<file path="config.mk">
export PLATFORM = sky130hd
export DESIGN_NAME = l3_bus_byte_serializer
export DESIGN_NICKNAME = d
export VERILOG_FILES = /design/src/l3bs_pkg.sv /design/src/l3bs_seq.sv /design/src/l3_bus_byte_serializer.sv
export SDC_FILE = /design/constraint.sdc
export NUM_CORES = 1
export LEC_CHECK = 0
export ABC_AREA = 0
export BUFFER_PORTS_ARGS = -buffer_cell sky130_fd_sc_hd__buf_2
export CAP_MARGIN = 15
export CORE_MARGIN = 1.5
export CORE_UTILIZATION = 53
export DETAILED_ROUTE_END_ITERATION = 16
export HOLD_SLACK_MARGIN = 0.12
export PLACE_DENSITY = 0.75
export SLEW_MARGIN = 20
export SYNTH_ARGS = -nofsm -noshare
export SYNTH_HDL_FRONTEND = slang
export SYNTH_SLANG_ARGS = --single-unit
export TNS_END_PERCENT = 10
</file>
<file path="constraint.sdc">
create_clock -name i_clk -period 3.7 [get_ports i_clk]
set_input_delay 0.185 -clock i_clk [delete_from_list [all_inputs] [get_ports i_clk]]
set_output_delay 0.185 -clock i_clk [all_outputs]
set_load 0.02 [all_outputs]
</file>
<file path="src/l3bs_pkg.sv">
// shared types and constants for the l3 bus byte serializer
package l3bs_pkg;

    localparam int BIT_COUNT = 8;
    localparam int BIT_W     = $clog2(BIT_COUNT);

    // three slots per bit: clock low, data set, clock high
    localparam logic [1:0] SUB_FIRST = 2'd0;
    localparam logic [1:0] SUB_LAST  = 2'd2;

    // one pin snapshot
    typedef struct packed {
        logic mode;
        logic clock;
        logic data;
        logic last;
    } t_snap;

    // transaction handed to the sequencer
    typedef struct packed {
        logic                 start;
        logic                 is_data;
        logic [BIT_COUNT-1:0] payload;
    } t_seq_req;

    // sequencer status toward the top level
    typedef struct packed {
        logic  busy;
        t_snap snap;
    } t_seq_stat;

endpackage

</file>
<file path="src/l3bs_seq.sv">
// slot sequencer: holds the pin levels and walks one byte through the shift unit
module l3bs_seq (
    input  logic                 i_clk,
    input  logic                 i_rst_n,
    input  l3bs_pkg::t_seq_req   i_req,
    input  logic                 i_advance,
    output l3bs_pkg::t_seq_stat  o_stat
);

    typedef enum logic [2:0] {
        S_IDLE,
        S_OPEN,
        S_PRE_HI,
        S_PRE_LO,
        S_BIT,
        S_POST_LO,
        S_POST_HI
    } t_state_e;

    t_state_e                       r_state;
    logic                           r_mode;
    logic                           r_clock;
    logic                           r_data;
    logic                           r_is_data;
    logic [l3bs_pkg::BIT_COUNT-1:0] r_shift;
    logic [l3bs_pkg::BIT_W-1:0]     r_bit;
    logic [1:0]                     r_sub;
    l3bs_pkg::t_snap                n_snap;

    always_comb begin
        n_snap.mode  = r_mode;
        n_snap.clock = r_clock;
        n_snap.data  = r_data;
        n_snap.last  = 1'b0;
        case (r_state)
            S_OPEN: begin
                n_snap.mode  = 1'b0;
                n_snap.clock = 1'b1;
                n_snap.data  = 1'b0;
            end
            S_PRE_HI: begin
                n_snap.mode = 1'b1;
            end
            S_PRE_LO: begin
                n_snap.mode = 1'b0;
            end
            S_BIT: begin
                // mode stays low for address, high for data
                n_snap.mode = r_is_data;
                case (r_sub)
                    l3bs_pkg::SUB_FIRST: begin
                        n_snap.clock = 1'b0;
                    end
                    l3bs_pkg::SUB_LAST: begin
                        n_snap.clock = 1'b1;
                        n_snap.data  = r_shift[0];
                    end
                    default: begin
                        n_snap.clock = 1'b0;
                        n_snap.data  = r_shift[0];
                    end
                endcase
            end
            S_POST_LO: begin
                n_snap.mode  = 1'b0;
                n_snap.clock = 1'b1;
            end
            S_POST_HI: begin
                n_snap.mode  = 1'b1;
                n_snap.clock = 1'b1;
                n_snap.last  = 1'b1;
            end
            default: begin
                n_snap.last = 1'b0;
            end
        endcase
    end

    always_ff @(posedge i_clk) begin
        if (!i_rst_n) begin
            r_state <= S_IDLE;
            r_mode  <= 1'b1;
            r_clock <= 1'b1;
            r_data  <= 1'b0;
            r_bit   <= '0;
            r_sub   <= l3bs_pkg::SUB_FIRST;
        end else if (i_req.start && r_state == S_IDLE) begin
            r_state   <= i_req.is_data ? S_PRE_HI : S_OPEN;
            r_is_data <= i_req.is_data;
            r_shift   <= i_req.payload;
            r_bit     <= '0;
            r_sub     <= l3bs_pkg::SUB_FIRST;
        end else if (i_advance && r_state != S_IDLE) begin
            r_mode  <= n_snap.mode;
            r_clock <= n_snap.clock;
            r_data  <= n_snap.data;
            case (r_state)
                S_OPEN: begin
                    r_state <= S_BIT;
                end
                S_PRE_HI: begin
                    r_state <= S_PRE_LO;
                end
                S_PRE_LO: begin
                    r_state <= S_BIT;
                end
                S_BIT: begin
                    if (r_sub == l3bs_pkg::SUB_LAST) begin
                        r_sub   <= l3bs_pkg::SUB_FIRST;
                        r_shift <= r_shift >> 1;
                        if (r_bit == l3bs_pkg::BIT_W'(l3bs_pkg::BIT_COUNT - 1)) begin
                            r_state <= r_is_data ? S_POST_LO : S_POST_HI;
                        end else begin
                            r_bit <= r_bit + 1'b1;
                        end
                    end else begin
                        r_sub <= r_sub + 1'b1;
                    end
                end
                S_POST_LO: begin
                    r_state <= S_POST_HI;
                end
                S_POST_HI: begin
                    r_state <= S_IDLE;
                end
                default: begin
                    r_state <= S_IDLE;
                end
            endcase
        end
    end

    assign o_stat.busy = (r_state != S_IDLE);
    assign o_stat.snap = n_snap;

endmodule

</file>
<file path="src/l3_bus_byte_serializer.sv">
// top level of the l3 bus master byte serializer
//
// input channel: i_in_valid / o_in_stall carry one transaction, a byte
// (i_payload) and its kind (i_is_data: 0 address, 1 data). output channel:
// o_out_valid / i_out_stall carry one pin snapshot per transaction (mode,
// clock, data levels), o_last_slot set on the final one of a byte.
// an address byte yields 26 snapshots, a data byte 28, bits sent lsb first.
// the slot sequencer steps the byte through a shift register, one snapshot
// per cycle while the output register is not held by a stall, and is not
// ready for a new byte until its last snapshot has moved into the output
// register. the input transaction loads the sequencer; its first snapshot
// follows into the output register once that register is free.
// a stall on the output freezes the sequencer; the output register holds
// its snapshot and the input stays stalled until the byte is done.
// synchronous active-low reset sets the sequencer's held mode and clock
// levels high, data low, and empties the output register.
module l3_bus_byte_serializer (
    input  logic                           i_clk,
    input  logic                           i_rst_n,
    input  logic                           i_in_valid,
    output logic                           o_in_stall,
    input  logic                           i_is_data,
    input  logic [l3bs_pkg::BIT_COUNT-1:0] i_payload,
    output logic                           o_out_valid,
    input  logic                           i_out_stall,
    output logic                           o_mode_level,
    output logic                           o_clock_level,
    output logic                           o_data_level,
    output logic                           o_last_slot
);

    l3bs_pkg::t_seq_req  seq_req;
    l3bs_pkg::t_seq_stat seq_stat;
    logic                out_take;
    logic                out_load;
    logic                r_out_valid;
    l3bs_pkg::t_snap     r_out_snap;

    assign o_in_stall      = seq_stat.busy;
    assign seq_req.start   = i_in_valid && !seq_stat.busy;
    assign seq_req.is_data = i_is_data;
    assign seq_req.payload = i_payload;

    assign out_take = r_out_valid && !i_out_stall;
    assign out_load = seq_stat.busy && (!r_out_valid || out_take);

    l3bs_seq u_seq (
        .i_clk     (i_clk),
        .i_rst_n   (i_rst_n),
        .i_req     (seq_req),
        .i_advance (out_load),
        .o_stat    (seq_stat)
    );

    always_ff @(posedge i_clk) begin
        if (!i_rst_n) begin
            r_out_valid <= 1'b0;
        end else begin
            if (out_load) begin
                r_out_valid <= 1'b1;
            end else if (out_take) begin
                r_out_valid <= 1'b0;
            end
        end
    end

    always_ff @(posedge i_clk) begin
        if (out_load) begin
            r_out_snap <= seq_stat.snap;
        end
    end

    assign o_out_valid   = r_out_valid;
    assign o_mode_level  = r_out_snap.mode;
    assign o_clock_level = r_out_snap.clock;
    assign o_data_level  = r_out_snap.data;
    assign o_last_slot   = r_out_snap.last;

    // a new byte keeps the input stalled on the following cycle
    a_start_busy: assert property (@(posedge i_clk) disable iff (!i_rst_n)
        (i_in_valid && !o_in_stall) |=> o_in_stall)
        else $error("sequencer not busy after input transaction");

    // the closing snapshot leaves mode and clock high
    a_last_idle_pins: assert property (@(posedge i_clk) disable iff (!i_rst_n)
        (o_out_valid && o_last_slot) |-> (o_mode_level && o_clock_level))
        else $error("last snapshot with mode or clock low");

    // once the last snapshot is loaded the sequencer must be free
    a_last_frees_seq: assert property (@(posedge i_clk) disable iff (!i_rst_n)
        (out_load && seq_stat.snap.last) |=> !o_in_stall)
        else $error("sequencer still busy after last snapshot");

    // a clock-low snapshot is never the last of a byte
    a_clock_low_not_last: assert property (@(posedge i_clk) disable iff (!i_rst_n)
        (o_out_valid && !o_clock_level) |-> !o_last_slot)
        else $error("last snapshot with clock low");

endmodule

</file>
* After elaboration in Yosys (flattened, before gate mapping)
Cells that the tools add are included.
Operators by class: add/subtract/negate cells 2, equal/unequal tests 10, muxes and demuxes 20, bitwise gates (word level) 3, reductions and logical operators 27
Operators by type and width (number):
- 2-to-1 mux 8 bit | 4
- == test 3 bit (second input constant) | 4
- 2-to-1 mux 3 bit | 4
- one-hot mux 3 bit (4 select lines) | 1
- AND reduction 4 bit | 2
- nonzero test 2 bit | 4
- == test 3 x 2 -> 1 bit (second input constant) | 2
- 2-to-1 mux 2 bit | 3
- != test 3 x 1 -> 1 bit (second input constant) | 2
- AND reduction 2 bit | 3
- OR reduction 2 bit | 3
- OR reduction 3 bit | 2
- logical AND 1 bit | 5
- 2-to-1 mux 1 bit | 5
- one-hot mux 1 bit (2 select lines) | 2
- adder 3 x 1 -> 3 bit (second input constant) | 1
- == test 3 x 1 -> 1 bit (second input constant) | 1
- logical NOT 1 bit | 3
- logical NOT 3 bit | 1
- inverter 1 bit | 3
- one-hot mux 1 bit (3 select lines) | 1
- AND reduction 3 bit | 1
- nonzero test 3 bit | 1
- adder 2 x 1 -> 2 bit (second input constant) | 1
- other kinds (3) | 3
Storage, ports and cells: flip-flop bits (word level) 25, input bits 13, word-level logic and storage cells 75

* Longest topological paths before layout
word-level depth 7, depth in mapped cells 6, gate-level depth less buffers 6

* Cells and area by module
A second synthesis with hierarchy kept.
Second synthesis, totals: cell total of the unflattened synthesis 108, area total of the unflattened synthesis 1179.9 µm²
Modules (own cells, without submodules):
- l3bs_seq | times used 1, cells an instance 99, area each 1011.0 µm²
- l3_bus_byte_serializer | times used 1, cells an instance 9, area each 168.9 µm²

* Worst setup path after synthesis
Ideal clock, no wire load.
path kind reg2reg, from register u_seq.r_state[1], to register u_seq.r_shift[0] in the netlist's numbering (enable), library setup time 332 ps, arrival 1424 ps, setup slack 1944 ps, cell stages (with the launch flop) 6, buffers on the path 1, cells stage by stage dfxtp_1 buf_2 or3b_4 nand2b_1 o21ai_0 and2_1
On the way: cells in the longest elaborated chain, start to end 6, elaborated cells on any way between the ends 12
RTL lines:
- start, declared | RTL line l3bs_seq.sv:20 | t_state_e r_state;
- start signal, assigned | RTL line l3bs_seq.sv:88 | r_state <= i_req.is_data ? S_PRE_HI : S_OPEN;
- start signal, assigned | RTL line l3bs_seq.sv:112 | r_state <= r_is_data ? S_POST_LO : S_POST_HI;
- nonzero test 3 bit | RTL line l3bs_seq.sv:93, l3bs_seq.sv:133
- logical NOT 1 bit | RTL line l3_bus_byte_serializer.sv:40 | assign seq_req.start = i_in_valid && !seq_stat.busy;
- logical AND 1 bit | RTL line l3_bus_byte_serializer.sv:40
- logical AND 1 bit | RTL line l3bs_seq.sv:87 | end else if (i_req.start && r_state == S_IDLE) begin
- nonzero test 2 bit (no line)
- AND reduction 4 bit (no line) *
- end signal, assigned | RTL line l3bs_seq.sv:90 | r_shift <= i_req.payload;
- end signal, assigned | RTL line l3bs_seq.sv:110 | r_shift <= r_shift >> 1;
- end, declared | RTL line l3bs_seq.sv:25 | logic [l3bs_pkg::BIT_COUNT-1:0] r_shift;
Every way passes the cells marked *; elsewhere a longest branch is shown, timed or not. A chain may end at the register's enable or synchronous reset.

* Final worst setup path
from register u_seq.r_state[2], to register u_seq.r_shift[7] in the netlist's numbering (enable)
The elaborated chain is that of the path after synthesis.

==> reports/qor.yml <==
status: "finished, final reports clean"
final_cell_mix: "buf_2, edfxtp_1, dfxtp_1"
syn_area_sq_um: 1230
grt_pass1_vias: 774
async_flop_share_pct: 0
rows: 17
total_leakage_power_nw: 0.509
die_h_um: 51.2
avgSynthCellArea_sq_um: 11.3
p_int_uw: 603
max_slew.worst_pin.slew_ns: 0.683
via_per_inst: 5.62
pin_count: 19
p_clk_share_pct: 12.0
synth_edf_count: 13
rsz0062_at_grt: "no"
yosysTopAreaCell: "edfxtp_1"
critPathBufInv: 0
critPathLaunchType: "register"
drive_gt1_share_pct: 25.4
max_freq_mhz: 477
setup-tns-final_ns: 0
critical_path_depth: 4
drtPass1Iterations: 4
ys_top_cells_by_area: "edfxtp_1, dfxtp_1, mux2_2"
clockRootBuffer: "clkbuf_4"
setup_viol: 0
switching_share_pct: 38.5
rr_startpoint: "u_seq.r_state[2]"
antenna_found_initial: 0
initial_core_util_pct: 56.1
clkLatencyLatePin_ns: 0.31
power.density_nw_per_um2: 721
period_share_pct: 56.7
vias: 866
post-dp-hpwl_mm: 1.50
holdWs_ns: 0.147
seqPwrFrac_pct: 46.4
ff2ff_path_depth: 4
pwr-share-comb_pct: 41.6
ys_seq_elements: 25
maxSlewViolCount: 0
ant_nets: 0
min_period_ns: 2.10
syn_nets: 124
r2r_slack_ns: 1.60
final_nets: 142
arrival_ns: 2.09
path_clk_slew_ns: 0.13
layout_commonest_cell: "buf_2"
multi_input_area_sq_um: 551
antenna-diode-count: 0
grt_max_degree: 17
synth.distinct_cells: 35
drt_iter0_markers: 28
maxCapViolCount: 0
cts-buffers-inserted: 3
synth_ff_type: "edfxtp_1"
htreeDepth: 1
drt_wl_total_mm: 2.08
critPathLaunch: "u_seq.r_state[2]"
seq_area_sq_um: 631
globalplace.congestion: 0.826
dp.cells: 149
final_cells: 154
grt_pass1_wl_mm: 3.35
switchingPower_uw: 377
worstReg2RegEnd: "u_seq.r_shift[7]"
cts_resized: 0
grt_use_total_pct: 17.6
grt_overflow: 0
core_sq_um: 2190
area_delta_synth_final_pct: 10.6
finalHoldViolCount: 0
cts_hold_buf: 1
skew_ns: 0.00435
num-fill-cells: 177
syn_inst: 109
io_buffers: 18
synth_top_area_share_pct: 31.8
postCtsSetupBuffers: 0
drc_errors: 0
clk_path_buf_depth: 2
hp-class: "in2reg"
cts_tree: "done"
path_cells: "or3b_4, nand2b_1, o21ai_0, and2_1"
peakVddDrop_mv: 0.509
maxSlewHeadroom_pct: 54.1
crit_end: "u_seq.r_shift[7]"
die_w_um: 51.2
worstPathRequired_ns: 3.70
pre_cts_slack_ns: 1.63
yosysWarningCount: 0
routedWlPerCell_um: 13.5
setup_ws_ns: 1.60
dieArea_sq_um: 2620
utilization_pct: 62.0
clock-sinks: 25
cp-end-kind: "register"
crit_fanout: 16
criticalPathCategory: "reg2reg"
critPathSlowestCell: "dfxtp_1"
crit_family: "simple AND/OR/NAND/NOR gates"
ys_seq_area_share_pct: 51.3
cpPeakStageDelay_ns: 0.64
==> registers in the layout (all words and copies together), names as in the netlist <==
signal,cells
u_seq.r_is_data,1
u_seq.r_mode,1
u_seq.r_shift,8
o_out_valid,1
o_clock_level,1
o_mode_level,1
u_seq.r_bit,3
u_seq.r_sub,2
u_seq.r_clock,1
u_seq.r_state,3
o_data_level,1
u_seq.r_data,1
o_last_slot,1
==> how the worst min path moves through the flow <==
stage	startpoint	to	cells past startpoint
CTS	i_rst_n	u_seq.r_mode	2
global route	i_rst_n	u_seq.r_mode	2
finish	i_rst_n	u_seq.r_mode	2
floorplan	i_is_data	u_seq.r_is_data	0
global placement	i_is_data	u_seq.r_is_data	1
detailed placement	i_is_data	u_seq.r_is_data	1
==> cell families (layout without fill, tap and decap cells) <==
family / after synthesis / count (layout) / share of synthesized area, %
compound gates: 24 / 24 / 14.8
xor+xnor: 1 / 1 / 0.713
fa+ha+maj: 2 / 2 / 2.04
buf+inv: 10 / 27 / 3.87
flops: 25 / 25 / 51.3
mux: 13 / 13 / 11.3
simple gates: 34 / 34 / 16.0
==> layout make-up <==
type | count | area share (%)
sequential | 25 | 46.4
multi-input combinational | 74 | 40.5
timing repair buffer | 19 | 7.37
tap | 28 | 2.58
clock buffer | 3 | 1.66
inverter | 4 | 1.10
clock inverter | 1 | 0.368
==> power groups by stage <==
stage | clock, mW | sequential, mW | combinational (mW)
after detailed placement | 0 | 0.460 | 0.405
after global routing | 0.129 | 0.464 | 0.454
after global placement | 0 | 0.456 | 0.403
final | 0.118 | 0.455 | 0.407
after CTS | 0.119 | 0.453 | 0.409
after floorplan | 0 | 0.460 | 0.322
==> per-stage QoR <==
stage | total power [mW] | cell area, sq um
floorplan | 0.783 | 1230
global placement | 0.859 | 1320
detailed placement | 0.865 | 1320
CTS | 0.981 | 1360
global route | 1.05 | 1360
finish | 0.980 | 1360
==> layer usage <==
layer	share of wire, %	wire length, um	vias up	track usage, %
met5	0	0	-	0
met4	1.2	26	0	9.46
met3	5.3	111	4	2.92
met2	46	966	28	27.3
met1	47	980	399	23.4
li1	-	-	435	-
==> cells in the mapped netlist, drive strengths merged (3+ instances only) <==
cell type / instances
a21boi: 3
a21oi: 4
buf: 3
clkbuf: 3
dfxtp: 12
edfxtp: 13
inv: 4
mux2: 7
mux2i: 6
nand2: 9
nand2b: 6
nor2: 7
o21ai: 5
(Power assumes the default switching activity.)
